<file path="src/sv/cwt_pkg.sv">
// Types and constants shared by the command word tokenizer modules.
package cwt_pkg;

	localparam logic [7:0] CH_SPACE     = 8'h20;
	localparam logic [7:0] CH_TAB       = 8'h09;
	localparam logic [7:0] CH_NEWLINE   = 8'h0a;
	localparam logic [7:0] CH_RETURN    = 8'h0d;
	localparam logic [7:0] CH_LBRACE    = 8'h7b;
	localparam logic [7:0] CH_RBRACE    = 8'h7d;
	localparam logic [7:0] CH_LBRACKET  = 8'h5b;
	localparam logic [7:0] CH_RBRACKET  = 8'h5d;
	localparam logic [7:0] CH_DOLLAR    = 8'h24;
	localparam logic [7:0] CH_HASH      = 8'h23;
	localparam logic [7:0] CH_BACKSLASH = 8'h5c;
	localparam logic [7:0] CH_UNDERSCORE = 8'h5f;

	localparam int FIFO_DEPTH = 8;
	localparam int FIFO_PTR_BITS = 3;
	localparam int FIFO_CNT_BITS = 4;

	typedef enum logic [2:0] {
		MODE_BETWEEN,
		MODE_BARE,
		MODE_BRACE,
		MODE_BRACKET,
		MODE_VAR,
		MODE_COMMENT
	} mode_t;

	typedef enum logic [2:0] {
		KIND_BARE,
		KIND_BRACE,
		KIND_BRACKET,
		KIND_VAR,
		KIND_EOL
	} kind_t;

	typedef enum logic [1:0] {
		STATUS_OK,
		STATUS_UNCLOSED,
		STATUS_SATURATED
	} status_t;

	typedef struct packed {
		kind_t       word_kind;
		logic [15:0] content_start;
		logic [15:0] content_length;
		status_t     line_status;
		logic        last_result;
	} result_t;

	// Up to two results written into the queue in one cycle.
	typedef struct packed {
		logic [1:0] cnt;
		result_t    r0;
		result_t    r1;
	} push_t;

endpackage

</file>
<file path="src/sv/cwt_in_if.sv">
// Request channel carrying one byte of command text.
interface cwt_in_if;
	logic       valid;
	logic       ready;
	logic [7:0] data_byte;
	logic       end_of_buffer;

	modport source (output valid, output data_byte, output end_of_buffer, input ready);
	modport sink (input valid, input data_byte, input end_of_buffer, output ready);
endinterface

</file>
<file path="src/sv/cwt_out_if.sv">
// Request channel carrying one word token or end-of-line marker.
interface cwt_out_if;
	logic        valid;
	logic        ready;
	logic [2:0]  word_kind;
	logic [15:0] content_start;
	logic [15:0] content_length;
	logic [1:0]  line_status;
	logic        last_result;

	modport source (output valid, output word_kind, output content_start,
		output content_length, output line_status, output last_result, input ready);
	modport sink (input valid, input word_kind, input content_start,
		input content_length, input line_status, input last_result, output ready);
endinterface

</file>
<file path="src/sv/command_word_tokenizer_core.sv">
// Command word tokenizer: one byte of command text in, word tokens out.
// Byte requests arrive on in_ch (data_byte, end_of_buffer); each byte is
// registered, then scanned against the current mode in the next cycle and
// gives zero, one or two results: bare, brace, bracket and variable words
// (content offset and length, delimiters excluded) and end-of-line markers
// whose line_status flags an unclosed brace or bracket or saturated nesting.
// last_result marks the final result caused by one byte.
// Results leave on out_ch from an eight-entry queue fed by the input
// register. One byte is accepted every cycle while ready; the bound is
// the single mode update per byte. in_ch.ready drops only when the queue,
// counting the byte in flight, could not hold two more results, so a stalled
// receiver backs up into the sender without losing or repeating a result.
// end_of_buffer flushes an open bare or variable word, emits the line marker
// and returns all scan state, byte offset included, to its reset value.
// arst_n clears the scan state and empties the queue; no clearing pass.
module command_word_tokenizer_core #(
	parameter int OFFSET_BITS = 16,
	parameter int DEPTH_BITS  = 8
) (
	input  logic    clk,
	input  logic    arst_n,
	cwt_in_if.sink  in_ch,
	cwt_out_if.source out_ch
);
	import cwt_pkg::*;

	localparam logic [FIFO_CNT_BITS:0] ROOM_LIMIT = (FIFO_CNT_BITS+1)'(FIFO_DEPTH - 2);

	push_t                    push;
	logic                     pending;
	logic                     take;
	logic                     not_empty;
	result_t                  head;
	logic [FIFO_CNT_BITS-1:0] count;
	logic [FIFO_CNT_BITS:0]   reserved;

	// Hold off a request until two results fit beside the two kept for the byte in flight.
	assign reserved    = {1'b0, count} + (pending ? (FIFO_CNT_BITS+1)'(2) : '0);
	assign in_ch.ready = (reserved <= ROOM_LIMIT);
	assign take        = in_ch.valid && in_ch.ready;

	cwt_scan #(
		.OFFSET_BITS(OFFSET_BITS),
		.DEPTH_BITS (DEPTH_BITS)
	) u_scan (
		.clk          (clk),
		.arst_n       (arst_n),
		.take         (take),
		.data_byte    (in_ch.data_byte),
		.end_of_buffer(in_ch.end_of_buffer),
		.pending      (pending),
		.push         (push)
	);

	cwt_fifo u_fifo (
		.clk      (clk),
		.arst_n   (arst_n),
		.push     (push),
		.pop      (out_ch.ready),
		.not_empty(not_empty),
		.head     (head),
		.count    (count)
	);

	assign out_ch.valid          = not_empty;
	assign out_ch.word_kind      = head.word_kind;
	assign out_ch.content_start  = head.content_start;
	assign out_ch.content_length = head.content_length;
	assign out_ch.line_status    = head.line_status;
	assign out_ch.last_result    = head.last_result;

endmodule

</file>
<file path="src/sv/cwt_scan.sv">
// Scanner: input register, tokenizer state and the results of one byte.
module cwt_scan #(
	parameter int OFFSET_BITS = 16,
	parameter int DEPTH_BITS  = 8
) (
	input  logic           clk,
	input  logic           arst_n,
	input  logic           take,
	input  logic [7:0]     data_byte,
	input  logic           end_of_buffer,
	output logic           pending,
	output cwt_pkg::push_t push
);
	import cwt_pkg::*;

	localparam logic [DEPTH_BITS-1:0] DEPTH_MAX = {DEPTH_BITS{1'b1}};
	localparam logic [OFFSET_BITS-1:0] OFF_ONE = {{(OFFSET_BITS-1){1'b0}}, 1'b1};
	localparam logic [DEPTH_BITS-1:0] DEPTH_ONE = {{(DEPTH_BITS-1){1'b0}}, 1'b1};

	logic                   valid_s1;
	logic [7:0]             c_s1;
	logic                   eob_s1;

	mode_t                  mode_q, mode_d;
	logic [DEPTH_BITS-1:0]  depth_q, depth_d;
	logic                   esc_q, esc_d;
	logic                   prev_bs_q, prev_bs_d;
	logic [OFFSET_BITS-1:0] off_q, off_d;
	logic [OFFSET_BITS-1:0] ws_q, ws_d;
	logic                   sat_q, sat_d;

	logic is_ws, is_eol, is_name, is_sep, is_bs;
	logic in_nest, nest_open, nest_close, close_done, go_between;
	logic opens_nest, opens_var, bare_start, eol_ev, word_ev;
	logic flush_word, flush_eol;
	logic [7:0] open_ch, close_ch;
	logic [DEPTH_BITS-1:0] depth_dec;
	mode_t mode_mid;
	logic [OFFSET_BITS-1:0] ws_mid, word_len, flush_len;
	logic [DEPTH_BITS-1:0] depth_mid;
	logic esc_mid, sat_mid;
	kind_t word_kind, flush_kind;
	status_t eol_status, flush_status;

	result_t cand [4];
	logic [3:0] cand_v;
	result_t r0, r1;
	logic [1:0] n;

	function automatic logic [15:0] to16(input logic [OFFSET_BITS-1:0] v);
		logic [OFFSET_BITS+15:0] w;
		w = {16'b0, v};
		return w[15:0];
	endfunction

	always_ff @(posedge clk or negedge arst_n) begin
		if (!arst_n) begin
			valid_s1 <= 1'b0;
		end else begin
			valid_s1 <= take;
		end
	end

	always_ff @(posedge clk) begin
		if (take) begin
			c_s1   <= data_byte;
			eob_s1 <= end_of_buffer;
		end
	end

	always_ff @(posedge clk or negedge arst_n) begin
		if (!arst_n) begin
			mode_q    <= MODE_BETWEEN;
			depth_q   <= '0;
			esc_q     <= 1'b0;
			prev_bs_q <= 1'b0;
			off_q     <= '0;
			ws_q      <= '0;
			sat_q     <= 1'b0;
		end else if (valid_s1) begin
			mode_q    <= mode_d;
			depth_q   <= depth_d;
			esc_q     <= esc_d;
			prev_bs_q <= prev_bs_d;
			off_q     <= off_d;
			ws_q      <= ws_d;
			sat_q     <= sat_d;
		end
	end

	// Decode the byte against the current mode.
	always_comb begin
		is_ws   = (c_s1 == CH_SPACE) || (c_s1 == CH_TAB);
		is_eol  = (c_s1 == CH_NEWLINE) || (c_s1 == CH_RETURN);
		is_name = (c_s1 inside {[8'h61:8'h7a], [8'h41:8'h5a], [8'h30:8'h39], CH_UNDERSCORE});
		is_sep  = is_ws || is_eol || (c_s1 == CH_HASH);
		is_bs   = (c_s1 == CH_BACKSLASH);

		in_nest  = (mode_q == MODE_BRACE) || (mode_q == MODE_BRACKET);
		open_ch  = (mode_q == MODE_BRACE) ? CH_LBRACE : CH_LBRACKET;
		close_ch = (mode_q == MODE_BRACE) ? CH_RBRACE : CH_RBRACKET;
		nest_open  = in_nest && (c_s1 == open_ch);
		nest_close = in_nest && (c_s1 == close_ch) && !esc_q;
		depth_dec  = (depth_q != '0) ? depth_q - DEPTH_ONE : depth_q;
		close_done = nest_close && (depth_dec == '0);

		case (mode_q)
			MODE_BARE:    go_between = is_sep;
			MODE_BRACE,
			MODE_BRACKET: go_between = 1'b0;
			MODE_VAR:     go_between = !is_name;
			MODE_COMMENT: go_between = (c_s1 == CH_NEWLINE);
			default:      go_between = 1'b1;
		endcase

		word_len = off_q - ws_q;
		case (mode_q)
			MODE_BARE:    word_kind = KIND_BARE;
			MODE_BRACE:   word_kind = KIND_BRACE;
			MODE_BRACKET: word_kind = KIND_BRACKET;
			default:      word_kind = KIND_VAR;
		endcase
		word_ev = ((mode_q == MODE_BARE) && is_sep)
			|| ((mode_q == MODE_VAR) && !is_name && (word_len != '0))
			|| close_done;

		opens_nest = go_between && ((c_s1 == CH_LBRACE) || (c_s1 == CH_LBRACKET));
		opens_var  = go_between && (c_s1 == CH_DOLLAR);
		bare_start = go_between && !is_ws && !is_eol && (c_s1 != CH_HASH)
			&& (c_s1 != CH_LBRACE) && (c_s1 != CH_LBRACKET) && (c_s1 != CH_DOLLAR);
		eol_ev     = go_between && is_eol && !prev_bs_q;
		eol_status = sat_q ? STATUS_SATURATED : STATUS_OK;
	end

	// Next state.
	always_comb begin
		if (go_between) begin
			if (is_ws || is_eol) begin
				mode_mid = MODE_BETWEEN;
			end else if (c_s1 == CH_HASH) begin
				mode_mid = MODE_COMMENT;
			end else if (c_s1 == CH_LBRACE) begin
				mode_mid = MODE_BRACE;
			end else if (c_s1 == CH_LBRACKET) begin
				mode_mid = MODE_BRACKET;
			end else if (c_s1 == CH_DOLLAR) begin
				mode_mid = MODE_VAR;
			end else begin
				mode_mid = MODE_BARE;
			end
		end else if (close_done) begin
			mode_mid = MODE_BETWEEN;
		end else begin
			mode_mid = mode_q;
		end

		if (opens_nest || opens_var) begin
			ws_mid = off_q + OFF_ONE;
		end else if (bare_start) begin
			ws_mid = off_q;
		end else begin
			ws_mid = ws_q;
		end

		if (eol_ev) begin
			depth_mid = '0;
		end else if (opens_nest) begin
			depth_mid = DEPTH_ONE;
		end else if (nest_open && !esc_q && (depth_q != DEPTH_MAX)) begin
			depth_mid = depth_q + DEPTH_ONE;
		end else if (nest_close) begin
			depth_mid = depth_dec;
		end else begin
			depth_mid = depth_q;
		end

		if (eol_ev || opens_nest) begin
			esc_mid = 1'b0;
		end else if (in_nest) begin
			esc_mid = ((c_s1 == open_ch) || (c_s1 == close_ch)) ? 1'b0 : is_bs;
		end else begin
			esc_mid = esc_q;
		end

		if (eol_ev) begin
			sat_mid = 1'b0;
		end else if (nest_open && !esc_q && (depth_q == DEPTH_MAX)) begin
			sat_mid = 1'b1;
		end else begin
			sat_mid = sat_q;
		end

		if (eob_s1) begin
			mode_d    = MODE_BETWEEN;
			depth_d   = '0;
			esc_d     = 1'b0;
			prev_bs_d = 1'b0;
			off_d     = '0;
			ws_d      = '0;
			sat_d     = 1'b0;
		end else begin
			mode_d    = mode_mid;
			depth_d   = depth_mid;
			esc_d     = esc_mid;
			prev_bs_d = is_bs;
			off_d     = off_q + OFF_ONE;
			ws_d      = ws_mid;
			sat_d     = sat_mid;
		end
	end

	// Results: word, line end, flushed word, flushed line end; keep the first two.
	always_comb begin
		flush_len  = off_q + OFF_ONE - ws_mid;
		flush_kind = (mode_mid == MODE_BARE) ? KIND_BARE : KIND_VAR;
		flush_word = eob_s1 && ((mode_mid == MODE_BARE)
			|| ((mode_mid == MODE_VAR) && (flush_len != '0)));
		flush_eol  = eob_s1 && !eol_ev;
		if ((mode_mid == MODE_BRACE) || (mode_mid == MODE_BRACKET)) begin
			flush_status = STATUS_UNCLOSED;
		end else begin
			flush_status = sat_mid ? STATUS_SATURATED : STATUS_OK;
		end

		cand[0] = '{word_kind, to16(ws_q), to16(word_len), STATUS_OK, 1'b0};
		cand[1] = '{KIND_EOL, to16(off_q), 16'd0, eol_status, 1'b0};
		cand[2] = '{flush_kind, to16(ws_mid), to16(flush_len), STATUS_OK, 1'b0};
		cand[3] = '{KIND_EOL, to16(off_q), 16'd0, flush_status, 1'b0};
		cand_v  = {flush_eol, flush_word, eol_ev, word_ev};

		r0 = cand[0];
		r1 = cand[0];
		n  = 2'd0;
		for (int i = 0; i < 4; i++) begin
			if (cand_v[i]) begin
				if (n == 2'd0) begin
					r0 = cand[i];
					n  = 2'd1;
				end else if (n == 2'd1) begin
					r1 = cand[i];
					n  = 2'd2;
				end
			end
		end
		r0.last_result = (n == 2'd1);
		r1.last_result = 1'b1;

		push.cnt = valid_s1 ? n : 2'd0;
		push.r0  = r0;
		push.r1  = r1;
		pending  = valid_s1;
	end

endmodule

</file>
<file path="src/sv/cwt_fifo.sv">
// Result queue that takes up to two results a cycle and hands out one.
module cwt_fifo (
	input  logic                             clk,
	input  logic                             arst_n,
	input  cwt_pkg::push_t                   push,
	input  logic                             pop,
	output logic                             not_empty,
	output cwt_pkg::result_t                 head,
	output logic [cwt_pkg::FIFO_CNT_BITS-1:0] count
);
	import cwt_pkg::*;

	result_t                  mem [FIFO_DEPTH];
	logic [FIFO_PTR_BITS-1:0] wr_q, rd_q;
	logic [FIFO_CNT_BITS-1:0] cnt_q;
	logic [FIFO_PTR_BITS-1:0] wr_next;
	logic                     do_pop;

	assign wr_next   = wr_q + FIFO_PTR_BITS'(1);
	assign not_empty = (cnt_q != '0);
	assign do_pop    = pop && not_empty;
	assign head      = mem[rd_q];
	assign count     = cnt_q;

	always_ff @(posedge clk) begin
		if (push.cnt != 2'd0) begin
			mem[wr_q] <= push.r0;
		end
		if (push.cnt == 2'd2) begin
			mem[wr_next] <= push.r1;
		end
	end

	always_ff @(posedge clk or negedge arst_n) begin
		if (!arst_n) begin
			wr_q  <= '0;
			rd_q  <= '0;
			cnt_q <= '0;
		end else begin
			wr_q  <= wr_q + FIFO_PTR_BITS'(push.cnt);
			rd_q  <= rd_q + FIFO_PTR_BITS'(do_pop);
			cnt_q <= cnt_q + FIFO_CNT_BITS'(push.cnt) - FIFO_CNT_BITS'(do_pop);
		end
	end

endmodule
</file>
<file path="src/flat_wrapper.sv">
// flat-port wrapper written by rule: the top's interface ports become plain ports
module command_word_tokenizer_core_flat import cwt_pkg::*;
#(
	parameter int OFFSET_BITS = 16,
	parameter int DEPTH_BITS  = 8
)
  (clk, arst_n, in_ch_valid, in_ch_data_byte, in_ch_end_of_buffer, in_ch_ready, out_ch_valid, out_ch_word_kind, out_ch_content_start, out_ch_content_length, out_ch_line_status, out_ch_last_result, out_ch_ready);
  cwt_in_if in_ch_i ();
  cwt_out_if out_ch_i ();
  input  logic clk;
  input  logic arst_n;
  input wire logic [$bits(in_ch_i.valid)-1:0] in_ch_valid;
  input wire logic [$bits(in_ch_i.data_byte)-1:0] in_ch_data_byte;
  input wire logic [$bits(in_ch_i.end_of_buffer)-1:0] in_ch_end_of_buffer;
  output wire logic [$bits(in_ch_i.ready)-1:0] in_ch_ready;
  output wire logic [$bits(out_ch_i.valid)-1:0] out_ch_valid;
  output wire logic [$bits(out_ch_i.word_kind)-1:0] out_ch_word_kind;
  output wire logic [$bits(out_ch_i.content_start)-1:0] out_ch_content_start;
  output wire logic [$bits(out_ch_i.content_length)-1:0] out_ch_content_length;
  output wire logic [$bits(out_ch_i.line_status)-1:0] out_ch_line_status;
  output wire logic [$bits(out_ch_i.last_result)-1:0] out_ch_last_result;
  input wire logic [$bits(out_ch_i.ready)-1:0] out_ch_ready;
  assign in_ch_i.valid = in_ch_valid;
  assign in_ch_i.data_byte = in_ch_data_byte;
  assign in_ch_i.end_of_buffer = in_ch_end_of_buffer;
  assign in_ch_ready = in_ch_i.ready;
  assign out_ch_valid = out_ch_i.valid;
  assign out_ch_word_kind = out_ch_i.word_kind;
  assign out_ch_content_start = out_ch_i.content_start;
  assign out_ch_content_length = out_ch_i.content_length;
  assign out_ch_line_status = out_ch_i.line_status;
  assign out_ch_last_result = out_ch_i.last_result;
  assign out_ch_i.ready = out_ch_ready;
  command_word_tokenizer_core #(.OFFSET_BITS(OFFSET_BITS), .DEPTH_BITS(DEPTH_BITS)) u_core (.clk(clk), .arst_n(arst_n), .in_ch(in_ch_i), .out_ch(out_ch_i));
endmodule
</file>
<file path="config.mk">
export PLATFORM = sky130hd
export DESIGN_NAME = command_word_tokenizer_core_flat
export DESIGN_NICKNAME = d
export VERILOG_FILES = /design/src/sv/cwt_pkg.sv /design/src/sv/cwt_in_if.sv /design/src/sv/cwt_out_if.sv /design/src/sv/command_word_tokenizer_core.sv /design/src/sv/cwt_scan.sv /design/src/sv/cwt_fifo.sv /design/src/flat_wrapper.sv
export SDC_FILE = /design/constraint.sdc
export NUM_CORES = 1
export LEC_CHECK = 0
export BUFFER_PORTS_ARGS = -buffer_cell sky130_fd_sc_hd__buf_2
export CAP_MARGIN = 15
export CORE_UTILIZATION = 35
export CTS_CLUSTER_SIZE = 20
export DETAILED_ROUTE_END_ITERATION = 12
export GPL_TIMING_DRIVEN = 0
export PLACE_DENSITY = 0.48
export SLEW_MARGIN = 25
export SYNTH_ARGS = -nofsm -noshare
export SYNTH_HDL_FRONTEND = slang
export SYNTH_HIERARCHICAL = 1
export SYNTH_SLANG_ARGS = --single-unit
</file>
<file path="constraint.sdc">
create_clock -name clk -period 11.1 [get_ports clk]
set_input_delay 0.555 -clock clk [delete_from_list [all_inputs] [get_ports clk]]
set_output_delay 0.555 -clock clk [all_outputs]
set_load 0.03 [all_outputs]
</file>
; Word level (Yosys, flattened, before mapping)
; Memories as Yosys holds them, arrays and structs flattened.
; Cells that the tools add are included.
[classes]
add_sub_neg = 11
mul = 0
div = 0
magnitude_cmp = 7
eq_ne = 32
shift = 0
muxes = 65
bitwise = 0
reduce_logical = 62
[op_table]
columns = op, count
row1 = $mux W38, 15
row2 = $mux W16, 4
row3 = $mux W8, 6
row4 = $eq A8 B7 Y1 const B, 4
row5 = $reduce_bool A16 Y1, 2
row6 = $sub A16 B16 Y16, 2
row7 = $mux W2, 15
row8 = $logic_and A1 B1 Y1, 28
row9 = $eq A8 B4 Y1 const B, 3
row10 = $eq A8 B6 Y1 const B, 3
row11 = $mux W3, 8
row12 = $add A16 B1 Y16 const B, 1
row13 = $eq A8 B7 Y1, 2
row14 = $ge A8 B7 Y1 const B, 2
row15 = $le A8 B7 Y1 const B, 2
row16 = $ne A8 B6 Y1 const B, 2
row17 = $ne A8 B7 Y1 const B, 2
row18 = $logic_or A1 B1 Y1, 13
row19 = $mux W1, 13
row20 = $eq A3 B2 Y1 const B, 4
row21 = $mux W6, 2
row22 = $eq A3 B3 Y1 const B, 3
row23 = $add A8 B1 Y8 const B, 1
row24 = $eq A2 B1 Y1 const B, 4
row25 = 26 further kinds, 36
[word_totals]
reg_bits = 66
latchBits = 0
ramBits = 304
mem_bits_ro = 0
output_inout_bits = 40
wordCells = 191
n_memories = 1
[memory_table]
columns = memory, depth, width, read_ports, rd_clocked_by_memory_dff, write_ports, line_no
row1 = u_core.u_fifo.mem, 8, 38, 1, 0, 2, cwt_fifo.sv:13  ; result_t mem [FIFO_DEPTH];

; Longest topological paths before layout
; Gate-level depths: netlist of the first run.
[depth]
depth_word = 27
mapped_depth = 35
ltp_nobuf = 30

; By module
; The synthesis of the first run kept the hierarchy.
[modules_own_cells]
columns = mod, n_inst, cells_per_inst, area_per_inst_um2, seq_area_each_um2
row1 = cwt_fifo, 1, 848, 15733.8, 9379.0
row2 = cwt_scan, 1, 1159, 8224.1, 1446.4
row3 = command_word_tokenizer_core, 1, 10, 66.3, 0.0

; Worst setup path before layout of the first run
; Ideal clock, no wire load.
[synth_timing]
kind = register -> register
start = register u_core.u_scan.c_s1[2]
end = memory u_core/u_fifo/mem[1][0] (netlist name) (enable)
setup_time_ps = 491
arrival_time_ps = 8881
required_ps = 10609
setup_slack_ps = 1728
stages_incl_launch_ff = 28
n_path_buf = 3
path_cell_list = edfxtp_1 nor4bb_2 a31o_2 buf_4 a21oi_4 a21oi_1 buf_2 a21oi_1 a21oi_1 ha_1 inv_1 ha_1 a311o_1 a2111oi_4 nor3_2 a21o_2 xnor2_1 nor4_2 nand4_1 o31ai_4 a21oi_1 ha_1 nand2_1 clkbuf_1 nand2_1 a21oi_1 o21ai_0 o31ai_1
[synth_lines]
columns = element, line_no
row1 = start: declaration, cwt_scan.sv:21  ; logic [7:0] c_s1;
row2 = start signal: assignment, cwt_scan.sv:66  ; c_s1 <= data_byte;
row3 = end: declaration, cwt_fifo.sv:13

==> metrics.md, run 1 <==
| Metric | Value |
|---|---|
| Post-route clock period utilization | 91.5% |
| Critical path launch point type | register |
| Total power per unit cell area | 342 mW/mm^2 |
| Final Setup Violations | 0 |
| Maximum root-to-sink buffer count | 3 |
| Half-perimeter wire length of the detailed placement result | 60.1 mm |
| Final worst-path setup slack | 0.945 ns |
| Post-synth design cell area | 0.0240 sq mm |
| Core footprint | 0.0675 sq mm |
| Worst hold-check path type | primary input to register |
| Worst setup slack before clock tree synthesis | 1.13 ns |
| Final Core Density | 40.7% |
| IO Pins | 53 |
| Worst Path Arrival | 10.45 ns |
| Peak ir drop on the vdd network | 177 uV |
| Async S/R FF share, synth | 15.4% |
| Weighted congestion reported at the end of routability-driven placement | 0.925 |
| Measured slew at the worst slew-check pin | 1.10 ns |
| Unrepaired setup endpoints after global routing | no |
| Instance count of the mapped netlist | 2017 |
| Worst-path cell with the longest stage delay | sky130_fd_sc_hd__a21oi_1 |
| Leakage power | 9.91 nW |
| Resized Gates After CTS | 0 |
| Via count | 17700 |
| Global-route congestion overflow total | 0 |
| Number of routed nets with antenna violations | 0 |
| Clock-pin transition on the worst setup and hold timing paths | 0.06 ns |
| Launching instance or port of the critical path | u_core/u_scan/c_s1[1]$_DFFE_PP_ |
| Post-CTS Setup Bufs | 0 |
| Worst hold slack | 0.129 ns |
| Most frequent cells in the layout | sky130_fd_sc_hd__mux2_2, sky130_fd_sc_hd__edfxtp_1, sky130_fd_sc_hd__nand2_1, sky130_fd_sc_hd__nor2_1, sky130_fd_sc_hd__a21oi_1 |
| Yosys warnings | 6 |
| Worst Path Class, Setup | register to register |
| Number of synthesized flops with an enable pin | 313 |
| Via count of the first global-routing pass | 17900 |
| Number of CTS-inserted buffers | 45 |
| Crit end category | register |
| Global-route wire length before repair | 122 mm |
| Largest fanout on the critical path | 10 |
| Fillers | 6460 |
| Average cell area after synthesis | 11.9 sq um |
| Final routed wire length divided by cell count | 26.8 microns |
| Via count normalized by instance count | 5.79 |
| Total GRT Usage | 23.5% |
| Post-synth cell types | 97 |
| Clock skew after layout | 0.0309 ns |
| Synth Flop Type | sky130_fd_sc_hd__edfxtp_1 |
| Start point of the worst min-delay path | in_ch_data_byte[5] |
| Drt pass-1 iters | 7 |
| DRC errors left | 0 |
| Fraction of final layout cells with drive strength greater than 1 | 32.3% |
| Nets | 2201 |
| Total of flip-flops plus latches after synthesis | 370 |
| Run status | finished clean |
| Overall die height | 264 microns |
| Area added between synthesis and finish | 14.4% |
| Count of input and output buffers | 52 |
| Initial cell density of the core | 35.6% |
| Slew HR | 26.4% |
| Pins Over Slew Limit | 0 |
| Total count of hold-check failures in the final report | 0 |
| Antenna violations before repair | 0 |
| Total negative setup slack | 0 ns |
| Number of clock sinks | 370 |
| Delay of the slowest critical-path stage | 0.84 ns |
| Total nets after synthesis | 2075 |
| FMAX | 0.0985 GHz |
| Die area | 0.0697 sq mm |
| TritonCTS clock tree | yes |
| Drt total wl | 81.8 mm |
| ANT cells | 0 |
| Insertion delay to the later sink of the worst-skew pair | 0.60 ns |
| Area occupied by multi-input gates | 0.0122 sq mm |
| Cell row count | 95 |
| Most common cell after layout, fill and taps aside | sky130_fd_sc_hd__mux2_2 |
| Max-cap violations | 0 |
| Critical path required time | 11.39 ns |
| CTS H-tree lvls | 2 |
| Register area | 0.0108 sq mm |
| Share of synthesized area occupied by flip-flops and latches | 45.1% |
| Number of design-rule violations left by the first detailed-router iteration | 1502 |
| Largest net degree at the start of global routing | 43 |
| PnR Total Power | 9.41 mW |
| Cell with the most instances on the worst path | sky130_fd_sc_hd__nand2_1 |
| Startpoint of the lowest-slack register-to-register path | u_core/u_scan/c_s1[1]$_DFFE_PP_ |
| Buffer cell driving the clock tree root | sky130_fd_sc_hd__clkbuf_16 |
| Horiz. Die Dim | 264 microns |
| Final critical delay including setup and external delays | 10.16 ns |
-- per-layer routing --
layer / GRT usage, % / vias to the layer above / part of all wire [%]
li1: - / 8052 / -
met5: 0 / - / 0
met2: 39.3 / 508 / 48
met1: 32.3 / 9014 / 45
met3: 2.51 / 94 / 4.5
met4: 6.24 / 0 / 2.4
-- state kept, by name, summed over array words and instances, names as in the netlist --
signal	count
u_core/u_scan/ws_q	16
u_core/u_scan/sat_q	1
u_core/u_scan/prev_bs_q	1
u_core/u_scan/esc_q	1
u_core/u_scan/depth_q	8
u_core/u_scan/c_s1	8
u_core/u_fifo/rd_q	3
u_core/u_fifo/wr_q	3
u_core/u_scan/eob_s1	1
u_core/u_scan/off_q	16
u_core/u_fifo/mem	304
u_core/u_fifo/count	4
u_core/u_scan/pending	1
u_core/u_scan/mode_q	3
-- power by group --
part	total (mW)	internal, mW	switching (mW)
logic	5.71	2.31	3.40
registers	2.26	2.15	0.109
clock network	1.44	0.824	0.619
total	9.41	5.29	4.12
-- logic make-up after synthesis --
group | share of synthesized area, %
other cells | 0.0156
fa+ha+maj | 2.48
mux | 24.1
xor+xnor | 1.70
buf+inv | 4.56
simple gates | 9.40
compound gates | 12.7
flops | 45.1
-- worst paths after layout --
kind,end,slack [ns],cells past startpoint
max,u_core/u_fifo/mem[1][13]$_DFFE_PP_,0.94,29
min,u_core/u_scan/c_s1[5]$_DFFE_PP_,0.13,1
min in group asynchronous,u_core/u_scan/esc_q$_DFFE_PN0P_,0.38,2
min reg2reg,u_core/u_scan/esc_q$_DFFE_PN0P_,0.51,2
max reg2reg,u_core/u_fifo/mem[1][13]$_DFFE_PP_,0.94,29
max in group asynchronous,u_core/u_scan/ws_q[0]$_DFFE_PN0P_,10.17,3
-- layout make-up --
class / instances / area share (%)
Buffer: 146 / 2.83
Clock buffer: 50 / 4.20
Clock inverter: 34 / 1.03
Inverter: 85 / 1.16
Multi-Input combinational cell: 1416 / 44.4
Sequential cell: 370 / 39.4
Tap cell: 873 / 3.97
Timing Repair Buffer: 79 / 2.99
-- stage by stage --
| stage | cell area, sq um | cells |
|---|---|---|
| CTS | 27500 | 3053 |
| global route | 27500 | 3053 |
| detailed placement | 26000 | 2968 |
| global placement | 25400 | 2942 |
| finish | 27500 | 3053 |
| floorplan | 24000 | 2017 |
-- synth_stat cells, types with 5 or more instances --
| cell type | count | share of area, % |
|---|---|---|
| sky130_fd_sc_hd__mux2_2 | 351 | 16 |
| sky130_fd_sc_hd__edfxtp_1 | 313 | 39 |
| sky130_fd_sc_hd__nand2_1 | 118 | 1.8 |
| sky130_fd_sc_hd__nor2_1 | 105 | 1.6 |
| sky130_fd_sc_hd__a21oi_1 | 95 | 2.0 |
| sky130_fd_sc_hd__inv_1 | 85 | 1.3 |
| sky130_fd_sc_hd__mux4_2 | 76 | 7.1 |
| sky130_fd_sc_hd__o21ai_0 | 72 | 1.5 |
| sky130_fd_sc_hd__clkbuf_1 | 67 | 1.0 |
| sky130_fd_sc_hd__dfrtp_1 | 57 | 5.9 |
| sky130_fd_sc_hd__o22ai_1 | 57 | 1.5 |
| sky130_fd_sc_hd__nand3_1 | 48 | 1.0 |
| sky130_fd_sc_hd__ha_1 | 42 | 2.2 |
| sky130_fd_sc_hd__buf_2 | 41 | 0.85 |
| sky130_fd_sc_hd__xnor2_1 | 33 | 1.2 |
| sky130_fd_sc_hd__nor3_1 | 30 | 0.62 |
| sky130_fd_sc_hd__a211oi_1 | 22 | 0.69 |
| sky130_fd_sc_hd__a2bb2oi_1 | 21 | 0.77 |
| sky130_fd_sc_hd__o21a_1 | 19 | 0.59 |
| sky130_fd_sc_hd__nand2b_1 | 18 | 0.47 |
| sky130_fd_sc_hd__buf_4 | 17 | 0.53 |
| sky130_fd_sc_hd__o2bb2ai_1 | 17 | 0.62 |
| sky130_fd_sc_hd__o211ai_1 | 16 | 0.50 |
| sky130_fd_sc_hd__a31oi_1 | 15 | 0.39 |
| sky130_fd_sc_hd__and2_1 | 15 | 0.39 |
| sky130_fd_sc_hd__buf_6 | 15 | 0.70 |
| sky130_fd_sc_hd__o31ai_1 | 13 | 0.41 |
| sky130_fd_sc_hd__nor2b_1 | 12 | 0.31 |
| sky130_fd_sc_hd__a21o_1 | 11 | 0.34 |
| sky130_fd_sc_hd__and3_1 | 11 | 0.29 |
| sky130_fd_sc_hd__mux2i_1 | 10 | 0.42 |
| sky130_fd_sc_hd__nand3b_1 | 10 | 0.31 |
| sky130_fd_sc_hd__nand4_1 | 10 | 0.26 |
| sky130_fd_sc_hd__xor2_1 | 10 | 0.36 |
| sky130_fd_sc_hd__or2_2 | 9 | 0.23 |
| sky130_fd_sc_hd__a21boi_0 | 8 | 0.25 |
| sky130_fd_sc_hd__a31o_2 | 6 | 0.22 |
| sky130_fd_sc_hd__buf_1 | 6 | 0.094 |
| sky130_fd_sc_hd__nor3b_1 | 6 | 0.19 |
| sky130_fd_sc_hd__or4_1 | 6 | 0.19 |
| sky130_fd_sc_hd__a211oi_2 | 5 | 0.26 |
| sky130_fd_sc_hd__o211a_1 | 5 | 0.21 |
| sky130_fd_sc_hd__o21bai_1 | 5 | 0.16 |
| sky130_fd_sc_hd__or3_1 | 5 | 0.13 |
-- worst max-delay path, delay by kind of cell (launching register included) --
kind	cells	cell delay, ns
flip-flops	1	0.42
multiplexers	1	0.34
AND/OR/NAND/NOR	8	1.44
buffers and inverters	7	2.07
AO/OA/AOI/OAI	11	4.91
adder cells (fa/ha/maj)	2	0.63
-- repair_timing --
action | in CTS | in global routing
endpoints found under the setup margin | 0 | 0
hold buffers | 1 | 0
endpoints found under the hold margin | 15 | 0
(Power assumes the default switching activity.)
==> run 2, diff against run 1 <==
--- a/config.mk
+++ b/config.mk
@@ -7,7 +7,9 @@
 export LEC_CHECK = 0
 export BUFFER_PORTS_ARGS = -buffer_cell sky130_fd_sc_hd__buf_2
 export CAP_MARGIN = 15
-export CORE_UTILIZATION = 35
+export CELL_PAD_IN_SITES_DETAIL_PLACEMENT = 1
+export CELL_PAD_IN_SITES_GLOBAL_PLACEMENT = 2
+export CORE_UTILIZATION = 25
 export CTS_CLUSTER_SIZE = 20
 export DETAILED_ROUTE_END_ITERATION = 12
 export GPL_TIMING_DRIVEN = 0
==> run 2 against run 1 <==
Compared with the run above:
- maximum frequency decreased by 4.0%
- critical path depth grew 1
- clock-buffer cell count rose by 6
- utilization decreased by 11 points
- register-to-register slack worse by 0.43 ns
- final cell count is 13% higher
==> metrics.md, run 2 (synthesized netlist as in run 1, its figures left out) <==
| Metric | Value |
|---|---|
| Slack of the worst reg-to-reg path | 0.52 ns |
| Cell type group with the largest total delay on the critical path | compound AO/OA/AOI/OAI gates |
| Overall die height | 312 microns |
| Total GRT Usage | 19.8% |
| Count of input and output buffers | 52 |
| Post-CTS Setup Bufs | 0 |
| Fraction of final layout cells with drive strength greater than 1 | 32.8% |
| Final routed wire length divided by cell count | 28.2 microns |
| Critical path required time | 11.46 ns |
| Pins Over Slew Limit | 0 |
| Total power per unit cell area | 345 mW/mm^2 |
| Drt pass-1 iters | 5 |
| Largest fanout on the critical path | 10 |
| Measured slew at the worst slew-check pin | 1.13 ns |
| Initial cell density of the core | 25.2% |
| Number of design-rule violations left by the first detailed-router iteration | 1021 |
| Peak ir drop on the vdd network | 149 uV |
| IO Pins | 53 |
| Horiz. Die Dim | 312 microns |
| Total negative setup slack | 0 ns |
| Via count of the first global-routing pass | 18800 |
| Delay of the slowest critical-path stage | 0.71 ns |
| Final Core Density | 29.5% |
| Register area | 0.0108 sq mm |
| Number of routed nets with antenna violations | 0 |
| Max-cap violations | 0 |
| Buffer cell driving the clock tree root | sky130_fd_sc_hd__clkbuf_16 |
| Final critical delay including setup and external delays | 10.58 ns |
| Core footprint | 0.0952 sq mm |
| Cell area after placement | 0.0266 sq mm |
| Worst-path cell with the longest stage delay | sky130_fd_sc_hd__o21ai_0 |
| DRC errors left | 0 |
| Run status | finished clean |
| Number of clock sinks | 370 |
| Worst Path Class, Setup | register to register |
| Register containing the most flip-flops in the final layout | u_core/u_fifo/mem |
| ANT cells | 0 |
| Maximum root-to-sink buffer count | 3 |
| Nets | 2206 |
| Drt total wl | 97.1 mm |
| Most common cell after layout, fill and taps aside | sky130_fd_sc_hd__mux2_2 |
| Unrepaired setup endpoints after global routing | no |
| Post-route clock period utilization | 95.3% |
| Cell row count | 113 |
| Leakage power | 9.97 nW |
| Critical path launch point type | register |
| Total count of hold-check failures in the final report | 0 |
| Count of buffer and inverter cells on the critical path | 6 |
| Weighted congestion reported at the end of routability-driven placement | 0.838 |
| Via count normalized by instance count | 5.16 |
| Area occupied by multi-input gates | 0.0122 sq mm |
| Area added between synthesis and finish | 17.0% |
| Worst Path Arrival | 10.95 ns |
| Largest net degree at the start of global routing | 31 |
| Resized Gates After CTS | 0 |
| Crit end category | register |
| Clock skew after layout | 0.0450 ns |
| Global-route wire length before repair | 141 mm |
| Largest regs | u_core/u_fifo/mem x304, u_core/u_scan/off_q x16, u_core/u_scan/ws_q x16 |
| Half-perimeter wire length of the detailed placement result | 73.0 mm |
| Final Setup Violations | 0 |
| CTS H-tree lvls | 2 |
| Clock-pin transition on the worst setup and hold timing paths | 0.05 ns |
| Fillers | 10300 |
| FMAX | 0.0945 GHz |
| Max reg flops | 304 |
| Non-Filler Cell Area, Final | 0.0281 sq mm |
| Antenna violations before repair | 1 |
| Worst hold-check path type | primary input to register |
| Insertion delay to the later sink of the worst-skew pair | 0.63 ns |
| Die area | 0.0973 sq mm |
| Slew HR | 24.5% |
| Via count | 17800 |
| Most frequent cells in the layout | sky130_fd_sc_hd__mux2_2, sky130_fd_sc_hd__edfxtp_1, sky130_fd_sc_hd__nand2_1, sky130_fd_sc_hd__nor2_1 |
| TritonCTS clock tree | yes |
| Global-route congestion overflow total | 0 |
| Number of CTS-inserted buffers | 48 |
[run 2: what timing repair did]
action,in CTS,in global routing
hold buffers,1,0
endpoints found under the setup margin,0,2
hold endpoints to repair,27,0
[run 2: final timing paths]
kind / startpoint / endpoint / depth (start not counted)
max reg2reg: u_core/u_scan/c_s1[1]$_DFFE_PP_ / u_core/u_fifo/mem[2][21]$_DFFE_PP_ / 30
max in group asynchronous: arst_n / u_core/u_fifo/rd_q[0]$_DFF_PN0_ / 3
min in group asynchronous: arst_n / u_core/u_scan/depth_q[3]$_DFFE_PN0P_ / 2
max: u_core/u_scan/c_s1[1]$_DFFE_PP_ / u_core/u_fifo/mem[2][21]$_DFFE_PP_ / 30
min: in_ch_end_of_buffer / u_core/u_scan/eob_s1$_DFFE_PP_ / 1
min reg2reg: u_core/u_scan/esc_q$_DFFE_PN0P_ / u_core/u_scan/esc_q$_DFFE_PN0P_ / 2
[run 2: final cells by class]
type	instances	share of cell area, %
Buffer	145	2.75
Clock buffer	56	4.49
Clock inverter	26	0.819
Inverter	85	1.14
Multi-Input combinational cell	1416	43.5
Sequential cell	370	38.5
Tap cell	1265	5.63
Timing Repair Buffer	82	3.12
[run 2: per-stage QoR]
stage | hold WS [ns] | cells | total power [mW] | setup slack [ns]
after floorplan | 0.259 | 2017 | 6.19 | 1.73
after global placement | 0.480 | 3334 | 8.04 | -5.19
after detailed placement | 0.488 | 3363 | 8.22 | 0.623
after CTS | 0.0623 | 3446 | 9.82 | 0.574
after global routing | 0.0837 | 3445 | 10.3 | 0.000798
final | 0.110 | 3445 | 9.70 | 0.518
[run 2: per-layer routing]
layer  global-route usage, %  up-vias  routed length (microns)
li1                        -     8057                        -
met1                    27.2     9273                    45600
met2                    33.3      336                    46300
met3                    2.04      106                     2850
met4                    5.24        0                     2370
met5                       0        -                        0
[run 2: report_power, final]
group / internal, mW / switching [mW] / leakage (nW)
logic: 2.32 / 3.59 / 5.64
clock network: 0.877 / 0.648 / 0.733
registers: 2.15 / 0.112 / 3.60
total: 5.35 / 4.35 / 9.97
